<file path="src/design/command_script_frame_checker_unit_assert.svh">
// Assertion macros for the command script frame checker
`ifndef COMMAND_SCRIPT_FRAME_CHECKER_UNIT_ASSERT_SVH
`define COMMAND_SCRIPT_FRAME_CHECKER_UNIT_ASSERT_SVH

`ifndef NO_ASSERTIONS
`define CSFC_ASSERT_SAME(label, clk, rst_n, cond, expr) \
	label: assert property (@(posedge clk) disable iff (!rst_n) (cond) |-> (expr)) \
		else $error("same-cycle check failed");
`define CSFC_ASSERT_NEXT(label, clk, rst_n, cond, expr) \
	label: assert property (@(posedge clk) disable iff (!rst_n) (cond) |=> (expr)) \
		else $error("next-cycle check failed");
`else
`define CSFC_ASSERT_SAME(label, clk, rst_n, cond, expr)
`define CSFC_ASSERT_NEXT(label, clk, rst_n, cond, expr)
`endif

`endif

</file>
<file path="src/design/csfc_pkg.sv">
package csfc_pkg;

	typedef logic [2:0] status_t;

	localparam status_t ST_OK           = 3'd0;
	localparam status_t ST_UNEXP_END    = 3'd1;
	localparam status_t ST_BAD_START    = 3'd2;
	localparam status_t ST_UNSUPPORTED  = 3'd3;
	localparam status_t ST_SCRIPT_LEN   = 3'd4;
	localparam status_t ST_CMD_LEN      = 3'd5;

	localparam logic [7:0]  START_BYTE     = 8'h7e;
	localparam logic [7:0]  END_ID         = 8'hff;
	localparam logic [15:0] DELAY_NONE     = 16'hffff;
	localparam logic [8:0]  MIN_REMAIN     = 9'd8;
	localparam logic [8:0]  END_FRAME_LEN  = 9'd4;
	localparam logic [8:0]  END_MARGIN     = 9'd7;
	localparam logic [8:0]  FRAME_OVERHEAD = 9'd6;
	localparam logic [8:0]  DLY_LO_OFS     = 9'd4;
	localparam logic [8:0]  DLY_HI_OFS     = 9'd5;
	localparam logic [7:0]  LEN_MIN        = 8'd10;
	localparam logic [7:0]  LEN_MAX        = 8'd254;
	localparam logic [7:0]  LEN_RESET      = 8'd10;

	typedef struct packed {
		logic [7:0]  command_id;
		logic [7:0]  payload_length;
		logic [15:0] delay_seconds;
		status_t     status;
		logic        script_done;
	} rec_t;

	function automatic logic id_allowed(input logic [7:0] id);
		logic ok;
		unique case (id)
			8'h00, 8'h01, 8'h04, 8'h0a, 8'h0b, 8'h0c, 8'h0f,
			8'h10, 8'h11, 8'h20, 8'h21, 8'h33, 8'hf0, 8'hff: ok = 1'b1;
			default: ok = 1'b0;
		endcase
		return ok;
	endfunction

endpackage

</file>
<file path="src/design/csfc_if.sv">
interface csfc_in_if;
	logic       valid;
	logic       ready;
	logic [7:0] data_byte;
	logic       begin_req;

	modport source (output valid, output data_byte, output begin_req, input ready);
	modport sink (input valid, input data_byte, input begin_req, output ready);
endinterface

interface csfc_out_if;
	logic        valid;
	logic        ready;
	logic [7:0]  command_id;
	logic [7:0]  payload_length;
	logic [15:0] delay_seconds;
	logic [2:0]  status;
	logic        script_done;

	modport source (output valid, output command_id, output payload_length,
		output delay_seconds, output status, output script_done, input ready);
	modport sink (input valid, input command_id, input payload_length,
		input delay_seconds, input status, input script_done, output ready);
endinterface

</file>
<file path="src/design/command_script_frame_checker_unit.sv">
// Command script frame checker.
// in_ch carries one script body byte per beat (data_byte, begin_req); begin_req
// marks the first byte of a new script and clears offset, frame state and halt.
// out_ch carries one record per finished frame or at the first framing error.
// cfg_wr_en/cfg_wr_data write script_length; write it only while the block is idle.
// A record for an accepted byte passes the input register, then the result
// register, before it is valid on out_ch.
// Throughput: one byte per cycle while out_ch is not held; the per-byte compare/add work fits between
// the input register and the result register.
// Reset: offset, frame state and halt clear, script_length returns to 10, both
// registers empty.
// Stall: while out_ch is held, one more byte may sit in the input register;
// after that in_ch.ready drops until the pending record is taken.
// After an error record or the end-frame record, bytes without begin_req
// are dropped with no record.
`include "command_script_frame_checker_unit_assert.svh"

module command_script_frame_checker_unit
	import csfc_pkg::*;
(
	input  logic       clk,
	input  logic       arst_n,
	input  logic       cfg_wr_en,
	input  logic [7:0] cfg_wr_data,
	csfc_in_if.sink    in_ch,
	csfc_out_if.source out_ch
);

	logic       valid_s1;
	logic [7:0] data_s1;
	logic       begin_s1;
	logic       advance;

	logic [7:0] script_length_q;
	logic [7:0] offset_q;
	logic [7:0] pos_q;
	logic [7:0] ident_q;
	logic [7:0] plen_q;
	logic [7:0] dlo_q;
	logic       halt_q;

	logic [7:0] off_e, pos_e, id_e, plen_e, dlo_e;
	logic       halt_e;
	logic [7:0] off_n, pos_n, id_n, plen_n, dlo_n;
	logic       halt_n;
	logic       emit;
	rec_t       rec;
	logic [15:0] dly;

	logic       out_valid_q;
	rec_t       out_q;

	assign advance     = valid_s1 && (!out_valid_q || out_ch.ready);
	assign in_ch.ready = !valid_s1 || advance;

	always_ff @(posedge clk or negedge arst_n) begin
		if (!arst_n) begin
			valid_s1 <= 1'b0;
		end else if (in_ch.ready) begin
			valid_s1 <= in_ch.valid;
		end
	end

	always_ff @(posedge clk) begin
		if (in_ch.valid && in_ch.ready) begin
			data_s1  <= in_ch.data_byte;
			begin_s1 <= in_ch.begin_req;
		end
	end

	always_ff @(posedge clk or negedge arst_n) begin
		if (!arst_n) begin
			script_length_q <= LEN_RESET;
		end else if (cfg_wr_en) begin
			script_length_q <= cfg_wr_data;
		end
	end

	always_comb begin
		off_e  = begin_s1 ? 8'd0 : offset_q;
		pos_e  = begin_s1 ? 8'd0 : pos_q;
		id_e   = begin_s1 ? 8'd0 : ident_q;
		plen_e = begin_s1 ? 8'd0 : plen_q;
		dlo_e  = begin_s1 ? 8'd0 : dlo_q;
		halt_e = begin_s1 ? 1'b0 : halt_q;

		off_n  = off_e;
		pos_n  = pos_e;
		id_n   = id_e;
		plen_n = plen_e;
		dlo_n  = dlo_e;
		emit   = 1'b0;
		rec    = '0;
		dly    = '0;

		if (!halt_e) begin
			if (pos_e == 8'd0) begin
				id_n   = 8'd0;
				plen_n = 8'd0;
				if (script_length_q < LEN_MIN || script_length_q > LEN_MAX) begin
					emit = 1'b1;
					rec.status = ST_SCRIPT_LEN;
				end else if ({1'b0, off_e} + MIN_REMAIN - 9'd1 > {1'b0, script_length_q}) begin
					emit = 1'b1;
					rec.status = ST_UNEXP_END;
				end else if (data_s1 != START_BYTE) begin
					emit = 1'b1;
					rec.status = ST_BAD_START;
				end else begin
					pos_n = 8'd1;
				end
			end else if (pos_e == 8'd1) begin
				id_n = data_s1;
				rec.command_id = data_s1;
				if (!id_allowed(data_s1)) begin
					emit = 1'b1;
					rec.status = ST_UNSUPPORTED;
				end else if (data_s1 == END_ID &&
						{1'b0, off_e} + END_FRAME_LEN + END_MARGIN != {1'b0, script_length_q}) begin
					emit = 1'b1;
					rec.status = ST_SCRIPT_LEN;
				end else begin
					pos_n = 8'd2;
				end
			end else if (id_e == END_ID) begin
				if ({1'b0, pos_e} >= END_FRAME_LEN - 9'd1) begin
					emit = 1'b1;
					rec.command_id = END_ID;
					rec.status = ST_OK;
				end else begin
					pos_n = pos_e + 8'd1;
				end
			end else if (pos_e == 8'd2) begin
				plen_n = data_s1;
				if ({1'b0, off_e} + FRAME_OVERHEAD + {1'b0, data_s1}
						>= {1'b0, script_length_q}) begin
					emit = 1'b1;
					rec.command_id = id_e;
					rec.payload_length = data_s1;
					rec.status = ST_CMD_LEN;
				end else begin
					pos_n = 8'd3;
				end
			end else begin
				if ({1'b0, pos_e} == DLY_LO_OFS + {1'b0, plen_e}) begin
					dlo_n = data_s1;
				end
				if ({1'b0, pos_e} == DLY_HI_OFS + {1'b0, plen_e}) begin
					dly = {data_s1, dlo_e};
					if (dly == DELAY_NONE) begin
						dly = 16'd0;
					end
					off_n = 8'(({1'b0, off_e} + FRAME_OVERHEAD + {1'b0, plen_e}));
					pos_n = 8'd0;
					emit = 1'b1;
					rec.command_id = id_e;
					rec.payload_length = plen_e;
					rec.delay_seconds = dly;
					rec.status = ST_OK;
				end else begin
					pos_n = pos_e + 8'd1;
				end
			end
		end

		rec.script_done = emit && (rec.status != ST_OK || id_e == END_ID);
		halt_n = halt_e || (emit && rec.script_done);
	end

	always_ff @(posedge clk or negedge arst_n) begin
		if (!arst_n) begin
			offset_q <= '0;
			pos_q    <= '0;
			ident_q  <= '0;
			plen_q   <= '0;
			dlo_q    <= '0;
			halt_q   <= 1'b0;
		end else if (advance) begin
			offset_q <= off_n;
			pos_q    <= pos_n;
			ident_q  <= id_n;
			plen_q   <= plen_n;
			dlo_q    <= dlo_n;
			halt_q   <= halt_n;
		end
	end

	always_ff @(posedge clk or negedge arst_n) begin
		if (!arst_n) begin
			out_valid_q <= 1'b0;
		end else if (advance && emit) begin
			out_valid_q <= 1'b1;
		end else if (out_ch.ready) begin
			out_valid_q <= 1'b0;
		end
	end

	always_ff @(posedge clk) begin
		if (advance && emit) begin
			out_q <= rec;
		end
	end

	assign out_ch.valid          = out_valid_q;
	assign out_ch.command_id     = out_q.command_id;
	assign out_ch.payload_length = out_q.payload_length;
	assign out_ch.delay_seconds  = out_q.delay_seconds;
	assign out_ch.status         = out_q.status;
	assign out_ch.script_done    = out_q.script_done;

	`CSFC_ASSERT_SAME(a_err_is_last, clk, arst_n, out_valid_q && out_q.status != ST_OK, out_q.script_done)
	`CSFC_ASSERT_NEXT(a_last_halts, clk, arst_n, advance && emit && rec.script_done, halt_q)
	`CSFC_ASSERT_NEXT(a_frame_ok_rewinds, clk, arst_n, advance && emit && !rec.script_done, pos_q == 8'd0)
	`CSFC_ASSERT_SAME(a_stall_holds, clk, arst_n, !in_ch.ready, valid_s1 && out_valid_q && !out_ch.ready)

endmodule

</file>
<file path="src/flat_wrapper.sv">
// flat-port wrapper written by rule: the top's interface ports become plain ports
module command_script_frame_checker_unit_flat import csfc_pkg::*;
  (clk, arst_n, cfg_wr_en, cfg_wr_data, in_ch_valid, in_ch_data_byte, in_ch_begin_req, in_ch_ready, out_ch_valid, out_ch_command_id, out_ch_payload_length, out_ch_delay_seconds, out_ch_status, out_ch_script_done, out_ch_ready);
  csfc_in_if in_ch_i ();
  csfc_out_if out_ch_i ();
  input  logic clk;
  input  logic arst_n;
  input  logic cfg_wr_en;
  input  logic [7:0] cfg_wr_data;
  input wire logic [$bits(in_ch_i.valid)-1:0] in_ch_valid;
  input wire logic [$bits(in_ch_i.data_byte)-1:0] in_ch_data_byte;
  input wire logic [$bits(in_ch_i.begin_req)-1:0] in_ch_begin_req;
  output wire logic [$bits(in_ch_i.ready)-1:0] in_ch_ready;
  output wire logic [$bits(out_ch_i.valid)-1:0] out_ch_valid;
  output wire logic [$bits(out_ch_i.command_id)-1:0] out_ch_command_id;
  output wire logic [$bits(out_ch_i.payload_length)-1:0] out_ch_payload_length;
  output wire logic [$bits(out_ch_i.delay_seconds)-1:0] out_ch_delay_seconds;
  output wire logic [$bits(out_ch_i.status)-1:0] out_ch_status;
  output wire logic [$bits(out_ch_i.script_done)-1:0] out_ch_script_done;
  input wire logic [$bits(out_ch_i.ready)-1:0] out_ch_ready;
  assign in_ch_i.valid = in_ch_valid;
  assign in_ch_i.data_byte = in_ch_data_byte;
  assign in_ch_i.begin_req = in_ch_begin_req;
  assign in_ch_ready = in_ch_i.ready;
  assign out_ch_valid = out_ch_i.valid;
  assign out_ch_command_id = out_ch_i.command_id;
  assign out_ch_payload_length = out_ch_i.payload_length;
  assign out_ch_delay_seconds = out_ch_i.delay_seconds;
  assign out_ch_status = out_ch_i.status;
  assign out_ch_script_done = out_ch_i.script_done;
  assign out_ch_i.ready = out_ch_ready;
  command_script_frame_checker_unit u_core (.clk(clk), .arst_n(arst_n), .cfg_wr_en(cfg_wr_en), .cfg_wr_data(cfg_wr_data), .in_ch(in_ch_i), .out_ch(out_ch_i));
endmodule
</file>
<file path="config.mk">
export PLATFORM = sky130hd
export DESIGN_NAME = command_script_frame_checker_unit_flat
export DESIGN_NICKNAME = d
export VERILOG_FILES = /design/src/design/csfc_pkg.sv /design/src/design/csfc_if.sv /design/src/design/command_script_frame_checker_unit.sv /design/src/flat_wrapper.sv
export VERILOG_INCLUDE_DIRS = /design/src /design/src/design
export SDC_FILE = /design/constraint.sdc
export NUM_CORES = 1
export LEC_CHECK = 0
export BUFFER_PORTS_ARGS = -buffer_cell sky130_fd_sc_hd__buf_2
export CORE_MARGIN = 5
export CORE_UTILIZATION = 55
export DETAILED_ROUTE_END_ITERATION = 7
export GPL_TIMING_DRIVEN = 0
export PLACE_DENSITY = 0.78
export REMOVE_ABC_BUFFERS = 1
export SLEW_MARGIN = 0
export SYNTH_ARGS = -nofsm -noshare
export SYNTH_HDL_FRONTEND = slang
export SYNTH_SLANG_ARGS = --single-unit
export TNS_END_PERCENT = 30
</file>
<file path="constraint.sdc">
create_clock -name clk -period 5.8 [get_ports clk]
set_input_delay 1.16 -clock clk [delete_from_list [all_inputs] [get_ports clk]]
set_output_delay 1.16 -clock clk [all_outputs]
set_load 0.01 [all_outputs]
</file>
==> impl_metrics.py <==
metrics = {
    "outcome": {
        "status": "completed",
    },
    "synth": {
        "syn_inst": 662,
        "yosysWarnings": 0,
        "async_flop_share": 0.531,
        "yosys.area.top_type": "edfxtp_1",
        "synthFlopType": "dfrtp_1",
        "synth_fa_ha_area_frac": 0.0780,
        "ys_ff_latch": 96,
        "yosysMostFrequentCell": "nor2_1",
        "synth_top_family_by_area": "compound AO/OA/AOI/OAI gates",
        "synth.top_cell.area_share": 0.212,
        "netlist_area_um2": 6380,
        "syn_avg_cell_area_um2": 9.64,
        "synth_compound_area_frac": 0.209,
        "synth_area_leaders": "edfxtp_1, dfrtp_1, ha_1",
        "synth_edf_count": 45,
        "synth.area.mux_share": 0.00490,
        "synth_cell_types": 74,
        "yosys.area_share.simple": 0.208,
        "synthTopCellsByCount": "nor2_1, dfrtp_1, nand2_1",
        "seq_area_frac_synth": 0.412,
        "synth_xor_area_frac": 0.0535,
    },
    "worst_hold_path": {
        "min_path_type": "flop to flop",
    },
    "flow_run": {
        "maxCapViolCount": 0,
    },
    "global_routing": {
        "gr-usage-all-layers": 0.249,
        "grt_pass1_wl_um": 28100,
        "grt_max_degree": 52,
        "overflow": 0,
        "grt_pass1_vias": 5459,
        "antenna_found_initial": 0,
    },
    "worst_setup_path": {
        "reg2reg_setup_slack_ns": 0.26,
        "timing_worst_setup_path_type": "flop to flop",
        "r2r_end": "u_core.out_ch.delay_seconds[0]",
        "worstSetupEndpointType": "flop",
        "crit_start": "u_core.begin_s1",
        "crit_end": "u_core.out_ch.delay_seconds[0]",
        "arrival_ns": 5.53,
        "critPathLaunchType": "flop",
        "path_max_fanout": 20,
        "regToRegStartpoint": "u_core.begin_s1",
        "r2r_cells": 18,
        "crit_required_ns": 5.79,
    },
    "floorplanning": {
        "dieArea_um2": 13900,
        "num_io_pins": 60,
        "rows": 39,
        "core_area_um2": 11400,
        "start_util": 0.559,
        "die_y_um": 118,
        "die_width_um": 118,
    },
    "place": {
        "globalplace.congestion": 0.927,
        "port_buffers": 59,
        "pre_cts_ws_ns": 0.209,
        "dp_hpwl_um": 12700,
        "postPlaceCellArea_um2": 6750,
    },
    "routing": {
        "dr.first_iter.drc_count": 501,
        "remaining_drc_errors": 0,
        "first_pass_iters": 5,
        "viasPerCell": 6.42,
        "wl_per_cell_um": 20.2,
        "vias": 5447,
        "drtAntennaViolNets": 0,
        "routed_wl_um": 17200,
    },
    "timing": {
        "timing.hold.ws_ns": 0.533,
        "finalCritPeriodShare": 0.955,
        "fin_setup_tns_ns": 0,
        "setup_violations": 0,
        "skew_ns": 0.00780,
        "slew_headroom": 0.209,
        "max_freq_mhz": 180,
        "hold_viol": 0,
        "maxSlewViolCount": 0,
        "rsz0062_at_grt": "false",
        "fin_crit_ns": 5.54,
        "finalWorstSetupSlack_ns": 0.259,
        "tightest_slew_ns": 1.19,
    },
    "final_layout": {
        "fillers": 960,
        "flow.area_growth_from_synthesis_pct": 10.6,
        "fin_area_um2": 7060,
        "diodes": 0,
        "final_nets": 761,
        "layout-drive-gt1-share": 0.128,
    },
    "clock_network": {
        "clk_pin_slew_ns": 0.06,
        "cts-htree-levels": 3,
        "clock_path_buffers": 2,
        "cts_sinks": 96,
        "cts-root-buf": "clkbuf_16",
        "cts_inserted_buffers": 9,
        "cts_tree": "yes",
        "post_cts_buffers": 0,
        "insertion_delay_ns": 0.36,
    },
    "power_and_ir_drop": {
        "p_leak_uw": 0.00295,
        "ir_worst_vdd_mv": 0.202,
        "p_total_uw": 1960,
        "p_per_area_nw_per_um2": 278,
    },
}
[layout make-up]
cell class,instances,area (um2),area share
Sequential cell,96,2630,0.373
Clock buffer,11,233,0.0330
Inverter,18,67.6,0.00957
Multi-Input combinational cell,514,3550,0.504
Clock inverter,5,65.1,0.00922
Timing Repair Buffer,61,328,0.0465
Tap cell,143,179,0.0254
[placed cells by master, fill, tap and decap left out, types with 4 or more instances in the layout]
cell type and instances:
nor2b_1 20, o21ai_1 13, a221oi_1 9, nor4_1 5, a31oi_1 6, edfxtp_1 45
o31ai_1 5, nor3b_1 4, and2_1 22, a21oi_1 30, nor3_1 17, xnor2_1 25
a211oi_1 4, dfrtp_1 49, nand4_1 15, buf_2 60, nor2_1 54, a21o_1 6
nand2b_1 10, nand3_1 13, ha_1 39, o21bai_1 4, o21ai_0 27, o211ai_1 8
xor2_1 14, nand2_1 49, clkbuf_16 9, inv_1 17, and3_1 12, a22o_1 38
[layer usage]
| layer | up-vias | wire [um] | global-route usage |
|---|---|---|---|
| met1 | 2631 | 7280 | 0.322 |
| met4 | 0 | 664 | 0.126 |
| li1 | 2568 | - | - |
| met3 | 46 | 952 | 0.0394 |
| met5 | - | 0 | 0 |
| met2 | 202 | 8270 | 0.404 |
[how the worst min path moves through the flow]
stage	to	start	cells after the start	slack, ns
detailed placement	u_core.dlo_q[3]	u_core.dlo_q[3]	1	0.52
finish	u_core.dlo_q[4]	u_core.dlo_q[4]	1	0.53
CTS	u_core.dlo_q[4]	u_core.dlo_q[4]	1	0.54
global route	u_core.dlo_q[2]	u_core.dlo_q[2]	1	0.56
global placement	u_core.dlo_q[5]	u_core.dlo_q[5]	1	0.51
floorplan	u_core.dlo_q[3]	u_core.dlo_q[3]	1	0.48
[cells by family (layout without fill, tap and decap cells)]
family          after synthesis  after routing
compound gates              182            182
mux                           3              3
flops                        96             96
buf+inv                      53             95
xor+xnor                     39             39
simple gates                249            250
fa+ha+maj                    40             40
[sequential cells by signal, indices dropped and copies added (netlist names), 3 cells and up]
| name | cells |
|---|---|
| u_core.out_ch.command_id | 8 |
| u_core.pos_q | 8 |
| u_core.out_ch.delay_seconds | 16 |
| u_core.plen_q | 8 |
| u_core.data_s1 | 8 |
| u_core.ident_q | 8 |
| u_core.out_ch.payload_length | 8 |
| u_core.offset_q | 8 |
| u_core.out_ch.status | 3 |
| u_core.dlo_q | 8 |
| u_core.script_length_q | 8 |
[through the flow]
step | instances | util
2_1_floorplan | 627 | -
3_3_place_gp | 829 | 0.587
3_5_place_dp | 831 | 0.591
4_1_cts | 847 | 0.617
5_1_grt | 848 | 0.618
6_report | 848 | 0.618
[power by group]
group,switching (uW),internal [uW]
sequential,68.3,827
clock,265,339
combinational,304,156
[critical path: stages (launching register included)]
cell	delay, ns
edfxtp_1	0.94
inv_2	0.43
nand2_1	0.26
ha_1	0.30
a21oi_1	0.22
o21bai_1	0.09
a21oi_1	0.23
o21bai_1	0.10
a21oi_1	0.17
xnor2_1	0.09
ha_1	0.28
and3_1	0.19
and3_1	0.17
a221oi_1	0.10
o2111ai_1	0.21
nand2_1	0.17
o211ai_1	0.24
o211ai_1	0.37
nor2_4	0.60
[timing repair]
action	CTS	global route
endpoints found under the setup margin	0	36
gates resized for setup	0	1
hold buffers	0	0
(Power assumes the default switching activity.)
